`src/hdl/jhmp_pkg.sv`:
```
`default_nettype none
package jhmp_pkg;

  typedef enum logic [2:0] {
    PH_START0,
    PH_START1,
    PH_HUNT,
    PH_TYPE,
    PH_LENHI,
    PH_LENLO,
    PH_PAYLOAD,
    PH_DRAIN
  } phase_e;

  typedef enum logic [1:0] {
    ST_SOS       = 2'd0,
    ST_BAD_START = 2'd1,
    ST_EOF       = 2'd2
  } status_e;

  localparam logic [7:0] ByteFill  = 8'hFF;
  localparam logic [7:0] ByteSoi   = 8'hD8;
  localparam logic [7:0] MarkSof0  = 8'hC0;
  localparam logic [7:0] MarkApp0  = 8'hE0;
  localparam logic [7:0] MarkSos   = 8'hDA;
  localparam logic [7:0] MarkTem   = 8'h00;
  localparam logic [7:0] MarkRes01 = 8'h01;
  // D0..D7 share these upper five bits
  localparam logic [4:0] MarkRstHi = 5'b11010;

  localparam int unsigned DataW = 74;
  localparam int unsigned TdataW = 80;

  typedef struct packed {
    logic [15:0] y_density;
    logic [15:0] x_density;
    logic [7:0]  density_units;
    logic        app0_seen;
    logic        frame_seen;
    logic [15:0] image_height;
    logic [15:0] image_width;
  } result_t;

endpackage
`default_nettype wire

```
`src/hdl/jhmp_core.sv`:
```
`default_nettype none
module jhmp_core (
  input  wire logic              clk_i,
  input  wire logic              rst_ni,
  input  wire logic              step_i,
  input  wire logic [7:0]        byte_i,
  input  wire logic              eof_i,
  output      logic              emit_o,
  output      jhmp_pkg::status_e status_o,
  output      jhmp_pkg::result_t res_o
);

  jhmp_pkg::phase_e phase_q, phase_d;
  logic [7:0]  kind_q, kind_d;
  logic [15:0] off_q, off_d;
  logic [15:0] len_q, len_d;
  logic [15:0] width_q, width_d;
  logic [15:0] height_q, height_d;
  logic [7:0]  units_q, units_d;
  logic [15:0] xdens_q, xdens_d;
  logic [15:0] ydens_q, ydens_d;
  logic [1:0]  seen_q, seen_d;
  logic        rep_q, rep_d;

  always_comb begin
    logic [15:0] len_lo;
    logic [15:0] off_nx;
    logic        standalone;
    // values after this byte, before any end-of-file re-arm
    jhmp_pkg::phase_e ph;
    logic [7:0]  kd;
    logic [15:0] of, ln, wd, ht, xd, yd;
    logic [7:0]  un;
    logic [1:0]  sn;
    logic        rp;

    len_lo     = {len_q[15:8], byte_i};
    off_nx     = off_q + 16'd1;
    standalone = (byte_i == jhmp_pkg::MarkTem) || (byte_i == jhmp_pkg::MarkRes01) ||
                 (byte_i[7:3] == jhmp_pkg::MarkRstHi);
    ph = phase_q; kd = kind_q; of = off_q; ln = len_q;
    wd = width_q; ht = height_q; un = units_q; xd = xdens_q; yd = ydens_q;
    sn = seen_q; rp = rep_q;
    emit_o   = 1'b0;
    status_o = jhmp_pkg::ST_EOF;

    case (phase_q)
      jhmp_pkg::PH_START0: begin
        if (byte_i == jhmp_pkg::ByteFill) begin
          ph = jhmp_pkg::PH_START1;
        end else begin
          emit_o = 1'b1; status_o = jhmp_pkg::ST_BAD_START;
          rp = 1'b1; ph = jhmp_pkg::PH_DRAIN;
        end
      end
      jhmp_pkg::PH_START1: begin
        if (byte_i == jhmp_pkg::ByteSoi) begin
          ph = jhmp_pkg::PH_HUNT;
        end else begin
          emit_o = 1'b1; status_o = jhmp_pkg::ST_BAD_START;
          rp = 1'b1; ph = jhmp_pkg::PH_DRAIN;
        end
      end
      jhmp_pkg::PH_HUNT: begin
        if (byte_i == jhmp_pkg::ByteFill) ph = jhmp_pkg::PH_TYPE;
      end
      jhmp_pkg::PH_TYPE: begin
        if (byte_i != jhmp_pkg::ByteFill) begin
          kd = byte_i;
          if (byte_i == jhmp_pkg::MarkSos) begin
            emit_o = 1'b1; status_o = jhmp_pkg::ST_SOS;
            rp = 1'b1; ph = jhmp_pkg::PH_DRAIN;
          end else if (standalone) begin
            ph = jhmp_pkg::PH_HUNT;
          end else begin
            ph = jhmp_pkg::PH_LENHI;
          end
        end
      end
      jhmp_pkg::PH_LENHI: begin
        ln = {byte_i, 8'h00};
        of = 16'd1;
        ph = jhmp_pkg::PH_LENLO;
      end
      jhmp_pkg::PH_LENLO: begin
        ln = (len_lo < 16'd2) ? 16'd2 : len_lo;
        of = 16'd2;
        if (kind_q == jhmp_pkg::MarkSof0) begin
          wd = '0; ht = '0; sn[0] = 1'b1;
        end else if (kind_q == jhmp_pkg::MarkApp0) begin
          un = '0; xd = '0; yd = '0; sn[1] = 1'b1;
        end
        ph = (len_lo > 16'd2) ? jhmp_pkg::PH_PAYLOAD : jhmp_pkg::PH_HUNT;
      end
      jhmp_pkg::PH_PAYLOAD: begin
        if (kind_q == jhmp_pkg::MarkSof0) begin
          if (off_q == 16'd3) ht[15:8] = byte_i;
          if (off_q == 16'd4) ht[7:0]  = byte_i;
          if (off_q == 16'd5) wd[15:8] = byte_i;
          if (off_q == 16'd6) wd[7:0]  = byte_i;
        end else if (kind_q == jhmp_pkg::MarkApp0) begin
          if (off_q == 16'd9)  un       = byte_i;
          if (off_q == 16'd10) xd[15:8] = byte_i;
          if (off_q == 16'd11) xd[7:0]  = byte_i;
          if (off_q == 16'd12) yd[15:8] = byte_i;
          if (off_q == 16'd13) yd[7:0]  = byte_i;
        end
        if (off_nx >= len_q) begin
          ph = jhmp_pkg::PH_HUNT; of = '0;
        end else begin
          of = off_nx;
        end
      end
      default: ph = jhmp_pkg::PH_DRAIN;
    endcase

    if (eof_i && !emit_o && !rp) begin
      emit_o = 1'b1; status_o = jhmp_pkg::ST_EOF;
    end

    res_o.image_width   = wd;
    res_o.image_height  = ht;
    res_o.frame_seen    = sn[0];
    res_o.app0_seen     = sn[1];
    res_o.density_units = un;
    res_o.x_density     = xd;
    res_o.y_density     = yd;
    emit_o = emit_o & step_i;

    if (eof_i) begin
      // end of file re-arms for the next file
      phase_d = jhmp_pkg::PH_START0; kind_d = '0; off_d = '0; len_d = '0;
      width_d = '0; height_d = '0; units_d = '0; xdens_d = '0; ydens_d = '0;
      seen_d = '0; rep_d = 1'b0;
    end else begin
      phase_d = ph; kind_d = kd; off_d = of; len_d = ln;
      width_d = wd; height_d = ht; units_d = un; xdens_d = xd; ydens_d = yd;
      seen_d = sn; rep_d = rp;
    end
  end

  always_ff @(posedge clk_i or negedge rst_ni) begin
    if (!rst_ni) begin
      phase_q  <= jhmp_pkg::PH_START0;
      kind_q   <= '0;
      off_q    <= '0;
      len_q    <= '0;
      width_q  <= '0;
      height_q <= '0;
      units_q  <= '0;
      xdens_q  <= '0;
      ydens_q  <= '0;
      seen_q   <= '0;
      rep_q    <= 1'b0;
    end else if (step_i) begin
      phase_q  <= phase_d;
      kind_q   <= kind_d;
      off_q    <= off_d;
      len_q    <= len_d;
      width_q  <= width_d;
      height_q <= height_d;
      units_q  <= units_d;
      xdens_q  <= xdens_d;
      ydens_q  <= ydens_d;
      seen_q   <= seen_d;
      rep_q    <= rep_d;
    end
  end

endmodule
`default_nettype wire

```
`src/hdl/jpeg_header_marker_parser.sv`:
```
// Path: a word accepted into the input register waits there until the result slot is free;
//   it is then parsed, and a result it causes is registered for the master side.
// Throughput: 1 word per cycle unless a held result stalls; the parser is combinational.
// Reset (rst_ni low, async): parser re-armed for a new file, both registers emptied.
`default_nettype none
module jpeg_header_marker_parser (
  input  wire logic                             clk_i,
  input  wire logic                             rst_ni,
  input  wire logic                             s_axis_tvalid_i,
  output      logic                             s_axis_tready_o,
  input  wire logic [7:0]                       s_axis_tdata_i,  // [7:0] data_byte
  input  wire logic                             s_axis_tlast_i,  // end_of_file
  output      logic                             m_axis_tvalid_o,
  input  wire logic                             m_axis_tready_i,
  // [15:0] image_width, [31:16] image_height, [32] frame_seen, [33] app0_seen,
  // [41:34] density_units, [57:42] x_density, [73:58] y_density, [79:74] zero
  output      logic [jhmp_pkg::TdataW-1:0]      m_axis_tdata_o,
  output      logic [1:0]                       m_axis_tuser_o   // [1:0] status
);

  // input register: one word waiting for the parser
  logic       in_valid_q, in_valid_d;
  logic [7:0] in_byte_q;
  logic       in_eof_q;

  // result register
  logic              out_valid_q, out_valid_d;
  jhmp_pkg::result_t out_res_q;
  jhmp_pkg::status_e out_st_q;

  logic              step;
  logic              emit;
  jhmp_pkg::status_e st;
  jhmp_pkg::result_t res;

  // parse the held word only when a result it may cause has a free slot
  assign step            = in_valid_q && (!out_valid_q || m_axis_tready_i);
  assign s_axis_tready_o = !in_valid_q || step;

  jhmp_core u_core (
    .clk_i   (clk_i),
    .rst_ni  (rst_ni),
    .step_i  (step),
    .byte_i  (in_byte_q),
    .eof_i   (in_eof_q),
    .emit_o  (emit),
    .status_o(st),
    .res_o   (res)
  );

  always_comb begin
    in_valid_d = in_valid_q;
    if (s_axis_tready_o) in_valid_d = s_axis_tvalid_i;

    out_valid_d = out_valid_q;
    if (step) begin
      out_valid_d = emit;
    end else if (m_axis_tready_i) begin
      out_valid_d = 1'b0;
    end
  end

  always_ff @(posedge clk_i or negedge rst_ni) begin
    if (!rst_ni) begin
      in_valid_q  <= 1'b0;
      out_valid_q <= 1'b0;
    end else begin
      in_valid_q  <= in_valid_d;
      out_valid_q <= out_valid_d;
    end
  end

  always_ff @(posedge clk_i) begin
    if (s_axis_tready_o && s_axis_tvalid_i) begin
      in_byte_q <= s_axis_tdata_i;
      in_eof_q  <= s_axis_tlast_i;
    end
    if (emit) begin
      out_res_q <= res;
      out_st_q  <= st;
    end
  end

  assign m_axis_tvalid_o = out_valid_q;
  assign m_axis_tuser_o  = out_st_q;
  assign m_axis_tdata_o  = {{(jhmp_pkg::TdataW - jhmp_pkg::DataW){1'b0}}, out_res_q};

  // stalled input means both stages are occupied
  a_stall_full: assert property (@(posedge clk_i) disable iff (!rst_ni)
    !s_axis_tready_o |-> (in_valid_q && out_valid_q))
    else $error("input stalled with a free stage");

  // a nonzero width only comes from an SOF0 segment
  a_width_frame: assert property (@(posedge clk_i) disable iff (!rst_ni)
    (m_axis_tvalid_o && (m_axis_tdata_o[15:0] != 16'd0)) |-> m_axis_tdata_o[32])
    else $error("width reported without SOF0");

  // nonzero density units only come from an APP0 segment
  a_units_app0: assert property (@(posedge clk_i) disable iff (!rst_ni)
    (m_axis_tvalid_o && (m_axis_tdata_o[41:34] != 8'd0)) |-> m_axis_tdata_o[33])
    else $error("density units reported without APP0");

endmodule
`default_nettype wire
```
`config.mk`:
```
export PLATFORM = sky130hd
export DESIGN_NAME = jpeg_header_marker_parser
export DESIGN_NICKNAME = d
export VERILOG_FILES = /design/src/hdl/jhmp_pkg.sv /design/src/hdl/jhmp_core.sv /design/src/hdl/jpeg_header_marker_parser.sv
export SDC_FILE = /design/constraint.sdc
export NUM_CORES = 1
export LEC_CHECK = 0
export BUFFER_PORTS_ARGS = -buffer_cell sky130_fd_sc_hd__buf_2
export CAP_MARGIN = 30
export CORE_MARGIN = 5
export CORE_UTILIZATION = 48
export CTS_CLUSTER_DIAMETER = 30
export DETAILED_ROUTE_END_ITERATION = 8
export HOLD_SLACK_MARGIN = 0.15
export PLACE_DENSITY = 0.72
export SYNTH_ARGS = -nofsm -noshare
export SYNTH_HDL_FRONTEND = slang
export SYNTH_HIERARCHICAL = 1
export SYNTH_SLANG_ARGS = --single-unit
```
`constraint.sdc`:
```
create_clock -name clk_i -period 8.8 [get_ports clk_i]
set_input_delay 2.64 -clock clk_i [delete_from_list [all_inputs] [get_ports clk_i]]
set_output_delay 2.64 -clock clk_i [all_outputs]
set_load 0.03 [all_outputs]
```
* After elaboration in Yosys (flattened, before gate mapping)
Index checks and enable logic that the tools add are counted.
** Operators by class
- Reduce and logical (&&, ||, !) cells :: 24
- $add $sub $neg :: 1
- $lt $le $gt $ge :: 3
- Multipliers :: 0
- Eq/ne operators :: 27
- Muxes and demuxes :: 78
- Bitwise logic cells :: 1
- Shifts and indexed selects :: 0
- Div/mod/pow operators :: 0
** Operator list (count)
- $mux W16 :: 20
- $pmux W16 S2 :: 5
- $mux W8 :: 17
- $eq A16 B4 Y1 const B :: 5
- $eq A16 B3 Y1 const B :: 3
- $pmux W16 S3 :: 1
- $eq A8 B8 Y1 const B :: 5
- $mux W3 :: 9
- $pmux W3 S7 :: 1
- $add A16 B1 Y16 const B :: 1
- $eq A16 B2 Y1 const B :: 1
- $ge A16 B16 Y1 :: 1
- $gt A16 B2 Y1 const B :: 1
- $lt A16 B2 Y1 const B :: 1
- $pmux W8 S2 :: 1
- $mux W1 :: 15
- $mux W2 :: 6
- $ne A3 B2 Y1 const B :: 4
- $eq A3 B3 Y1 const B :: 3
- $eq A8 B1 Y1 const B :: 1
- $logic_not A8 Y1 :: 1
- $ne A8 B8 Y1 const B :: 1
- $eq A3 B2 Y1 const B :: 2
- $pmux W1 S3 :: 2
- other kinds (14) :: 27
** Word-level totals
- Memories kept :: 0
- Bits in registers :: 205
- ROM bits :: 0
- Input bits :: 13
- Logic and storage cells :: 158
- Bits in writable memories :: 0
- Bits in latches :: 0

* Longest topological paths before layout
- Depth after elaboration :: 10
- Depth in mapped cells :: 16

* By module
Netlist, hierarchy kept.
** Modules (own cells, without submodules)
- jhmp_core :: sequential area each 2952.8 um2, instances 1, cells an instance 771, area an instance 6779.0 um2
- jpeg_header_marker_parser :: sequential area each 2602.5 um2, instances 1, cells an instance 101, area an instance 2706.3 um2

* Worst setup path after synthesis
No wires, ideal clock.
- Kind :: in2reg
- Start point :: input m_axis_tready_i
- End point :: register out_res_q, in the netlist m_axis_tdata_o[0], enable pin
- Cell stages on the path :: 6
- Arrival time :: 7.169 ns
- Setup time :: 0.537 ns
- Buffers on the path :: 2
- Path slack :: 1.095 ns
- Data required time :: 8.263 ns
- Cell sequence :: nand2b_1 > and2_1 > inv_1 > clkbuf_1 > clkbuf_1 > a21oi_1
** On the way
- Longest elaborated chain between the ends :: 3
** Ends and longest elaborated chain
- start, declared :: line jpeg_header_marker_parser.sv:14 : input wire logic m_axis_tready_i,
- $logic_or A1 B1 Y1 :: line jpeg_header_marker_parser.sv:37 : assign step = in_valid_q && (!out_valid_q || m_axis_tready_i);
- $logic_and A1 B1 Y1 :: line jpeg_header_marker_parser.sv:37
- named net step :: line jpeg_header_marker_parser.sv:31 : logic step;
- $and A1 B1 Y1 :: line jhmp_core.sv:128 : emit_o = emit_o & step_i;
- named net emit :: line jpeg_header_marker_parser.sv:32 : logic emit;
- end signal, assigned :: line jpeg_header_marker_parser.sv:79 : out_res_q <= res;
- end, declared :: line jpeg_header_marker_parser.sv:28 : jhmp_pkg::result_t out_res_q;
The timed path passes the listed nets, and every way through them passes these cells.
A chain may end at the register's enable or synchronous reset.

* Worst setup path in the final report
- Start point :: input m_axis_tready_i
- End point :: output s_axis_tready_o
** On the way
- Longest elaborated chain between the ends :: 3
** Ends and longest elaborated chain
- $logic_or A1 B1 Y1 :: line jpeg_header_marker_parser.sv:37
- $logic_and A1 B1 Y1 :: line jpeg_header_marker_parser.sv:37
- $logic_or A1 B1 Y1 :: line jpeg_header_marker_parser.sv:38 : assign s_axis_tready_o = !in_valid_q || step;
- end, declared :: line jpeg_header_marker_parser.sv:10 : output logic s_axis_tready_o,
Every way passes these cells.

==> impl_metrics.toml <==
[critical_path]
required_ns = 6.16
critPathSlowestCell = "buf_2"
max_stage_delay_ns = 0.18
reg2reg_slack_ns = 4.76
critPathBufInv = 2
critPathMostFrequentCell = "buf_2"
worstPathCellList = "buf_2 > nand3b_4 > buf_2"
endpoint = "s_axis_tready_o"
timing.rr.start = "u_core/off_q[0]$_DFFE_PN0P_"
worst_ep_arrival_time_ns = 3.08
worst_setup_path_start_kind = "primary input"
cp_max_fo = 3
cp.depth = 3
end_kind = "primary output"
reg2reg_depth = 12
reg2reg_to = "u_core/phase_q[2]$_DFFE_PN0P_"
critPathKind = "primary input to primary output"
crit_family = "buffers and inverters"
startpoint = "m_axis_tready_i"

[timing]
relSlewSlack_pct = 33.1
fin_crit_sh_pct = 64.9
hold_slack_ns = 0.484
grt_setup_unrepaired = "no"
worst_slack_ns = 3.08
final_max_slew_viol_count = 0
finalSetupViolations = 0
hold_viol = 0
finClkSkew_ns = 0.0242
period_minus_slack_ns = 5.72
worst_pin_slew_ns = 1.00
setup_tns_ns = 0
fmax_mhz = 175

[cts]
cts-root-buf = "clkbuf_16"
cts-htree-levels = 2
cts-hold-fix-buffers = 0
clkTransAtPathRegs_ns = 0.04
clock-sinks = 205
clk_latency_ns = 0.51
cts_tree = "done"
cts_resized = 0
clockBufferDepth = 3
cts_buffers = 43
post_cts_buffers = 0

[grt]
met1_usage_pct = 31.0
met2_usage_pct = 33.5
grt.overflow.total = 0
grt_start_max_net_pins = 62
grt.busiest_layer = "met2"
grtUsageMet3_pct = 4.70
antenna_found_initial = 0
grt_pass1_wl_um = 39000
grt_usage_pct = 21.9
grt_pass1_vias = 7257

[logic_synthesis]
synth_mux_area_share_pct = 0.237
synth_edf_count = 85
yosys.area_share.simple_pct = 14.4
yosysSeqAreaShare_pct = 58.6
yosys.area_share.xor_xnor_pct = 1.39
syn_area_per_cell_um2 = 10.9
synth_compound_area_share_pct = 18.5
synth_area_um2 = 9490
synth-main-ff-cell = "dfrtp_1"
synthAdderAreaFrac_pct = 2.64
yosysWarnings = 6
syn-instance-count = 872
synth-seq-cells = 205
ys_types = 65
synth_top_family_by_area = "compound AO/OA/AOI/OAI gates"
synth-async-reset-ratio_pct = 58.5

[drt]
wl_per_cell_um = 19.5
drt-vias-per-instance = 5.88
drt_iter0_markers = 817
ant_nets = 0
drc_errors = 0
wl_um = 24600
drtPass1Iterations = 5
vias = 7410

[power_and_ir_drop]
power.density_nw_per_um2 = 321
power.leakage_nw = 4.81
irDropWorstVdd_mv = 0.190

[floorplan]
dieArea_um2 = 22700
core_region_area_um2 = 19500
io_pins = 97
die_h_um = 151
fp.dieW_um = 151
row_count = 51
initial_utilization_pct = 48.7

[run_status]
status = "finished, final reports clean"

[worst_hold_path]
min_path_type = "register to register"

[final_layout]
n_antenna_cell = 0
drive_above_1_share_pct = 18.6
layout.nets = 996
area_delta_synth_final_pct = 21.5
nFillCells = 1558

[place]
dp.final_hpwl_um = 15900
place_ws_ns = 2.95
place.gp.congestion = 0.838
io_buffers = 90

[job]
drv_cap = 0
[cell type report]
cell class | instances | area (µm²) | share of cell area (%)
Clock inverter | 15 | 186 | 1.62
Multi-Input combinational cell | 581 | 3560 | 30.9
Clock buffer | 62 | 1250 | 10.8
Inverter | 32 | 120 | 1.04
Timing Repair Buffer | 100 | 523 | 4.54
Sequential cell | 205 | 5560 | 48.2
Tap cell | 265 | 332 | 2.88
[Yosys cell counts, types with 3 or more instances]
| cell | number | share of area [%] |
|---|---|---|
| buf_4 | 8 | 0.63 |
| and3_1 | 10 | 0.66 |
| clkbuf_1 | 33 | 1.3 |
| nand2_1 | 151 | 6.0 |
| a21o_1 | 7 | 0.55 |
| a22o_1 | 41 | 3.8 |
| nor4_1 | 5 | 0.33 |
| ha_1 | 20 | 2.6 |
| o2bb2ai_1 | 32 | 3.0 |
| o21ai_0 | 84 | 4.4 |
| and2_1 | 3 | 0.20 |
| edfxtp_1 | 85 | 27 |
| nand2b_1 | 9 | 0.59 |
| o22ai_1 | 6 | 0.40 |
| dfrtp_1 | 120 | 32 |
| nand4_1 | 19 | 1.3 |
| xor2_1 | 5 | 0.46 |
| a21oi_1 | 19 | 1.0 |
| o31ai_1 | 7 | 0.55 |
| a31oi_1 | 10 | 0.66 |
| buf_2 | 15 | 0.79 |
| nor3_1 | 10 | 0.53 |
| inv_1 | 32 | 1.3 |
| o21ai_2 | 3 | 0.28 |
| nand3_1 | 18 | 0.95 |
| or2_2 | 3 | 0.20 |
| nor2b_1 | 4 | 0.26 |
| and4_1 | 4 | 0.37 |
| a32o_1 | 3 | 0.32 |
| o221ai_1 | 14 | 1.3 |
| o21ai_1 | 7 | 0.37 |
| nor2_1 | 33 | 1.3 |
| xnor2_1 | 10 | 0.92 |
| a32oi_1 | 6 | 0.55 |
[state kept, by name, indices dropped and copies added (netlist names), 2 cells and up]
signal	count
m_axis_tdata_o	74
u_core/height_q	16
u_core/len_q	16
u_core/off_q	16
u_core/width_q	16
u_core/xdens_q	16
u_core/ydens_q	16
in_byte_q	8
u_core/kind_q	8
u_core/units_q	8
u_core/phase_q	3
m_axis_tuser_o	2
u_core/seen_q	2
[power breakdown]
group | switching, mW | internal [mW] | total (mW)
Clock | 0.476 | 1.09 | 1.57
Combinational | 0.598 | 0.220 | 0.818
Sequential | 0.106 | 1.21 | 1.32
[kinds of logic after synthesis]
| kind of cell | Yosys count |
|---|---|
| simple gates | 284 |
| fa+ha+maj | 20 |
| buf+inv | 91 |
| mux | 2 |
| other cells | 1 |
| flops | 205 |
| xor+xnor | 15 |
| compound gates | 254 |
[worst reg2reg max path: stages (launching register included)]
cell	delay (ns)
dfrtp_1	0.50
ha_1	0.39
and3_1	0.27
and2_1	0.28
nand3_1	0.13
xnor2_1	0.26
ha_1	0.28
nand4_1	0.14
nor2_1	0.06
nor4_1	0.48
nand3_1	0.24
o311ai_1	0.49
mux2_2	0.39
[how the worst min path moves through the flow]
| stage | from | to | slack, ns | cells after the start |
|---|---|---|---|---|
| 2_1_floorplan | u_core/kind_q[7]$_DFFE_PN0P_ | u_core/kind_q[7]$_DFFE_PN0P_ | 0.44 | 2 |
| 3_3_place_gp | u_core/kind_q[7]$_DFFE_PN0P_ | u_core/kind_q[7]$_DFFE_PN0P_ | 0.46 | 2 |
| 3_5_place_dp | u_core/kind_q[4]$_DFFE_PN0P_ | u_core/kind_q[4]$_DFFE_PN0P_ | 0.47 | 2 |
| 4_1_cts | u_core/kind_q[4]$_DFFE_PN0P_ | u_core/kind_q[4]$_DFFE_PN0P_ | 0.48 | 2 |
| 5_1_grt | u_core/ydens_q[8]$_DFFE_PN0P_ | u_core/ydens_q[8]$_DFFE_PN0P_ | 0.49 | 1 |
| 6_report | u_core/kind_q[6]$_DFFE_PN0P_ | u_core/kind_q[6]$_DFFE_PN0P_ | 0.48 | 2 |
[layout by cell type, fill, tap and decap left out, drive strengths merged, types with 5 or more instances in the layout]
cell,netlist,layout
a21o,7,7
a21oi,20,20
a22o,41,41
a31oi,10,10
a32oi,6,6
and3,10,10
buf,26,100
clkbuf,33,62
clkinv,0,6
conb,1,6
dfrtp,120,120
edfxtp,85,85
ha,20,20
inv,32,35
nand2,151,151
nand2b,9,9
nand3,18,18
nand4,20,20
nor2,34,34
nor3,11,11
nor4,8,8
o21ai,94,94
o221ai,14,14
o22ai,6,6
o2bb2ai,32,32
o31ai,7,7
xnor2,10,10
xor2,5,5
[layer usage]
metal | vias to the layer above | wire length, µm
met4 | 0 | 586
met5 | - | 0
met1 | 3634 | 10500
li1 | 3411 | -
met3 | 44 | 2050
met2 | 321 | 11500
[stage by stage]
| step | cell area (µm²) | power (mW) | util (%) | cells |
|---|---|---|---|---|
| 2_1_floorplan | 9500 | 1.90 | - | 877 |
| 3_3_place_gp | 10100 | 2.13 | 51.8 | 1181 |
| 6_report | 11500 | 3.70 | 59.2 | 1260 |
| 3_5_place_dp | 10100 | 2.14 | 51.9 | 1183 |
| 5_1_grt | 11500 | 3.87 | 59.2 | 1260 |
| 4_1_cts | 11500 | 3.72 | 59.2 | 1260 |
No activity file was read; power rests on OpenSTA's default activity.
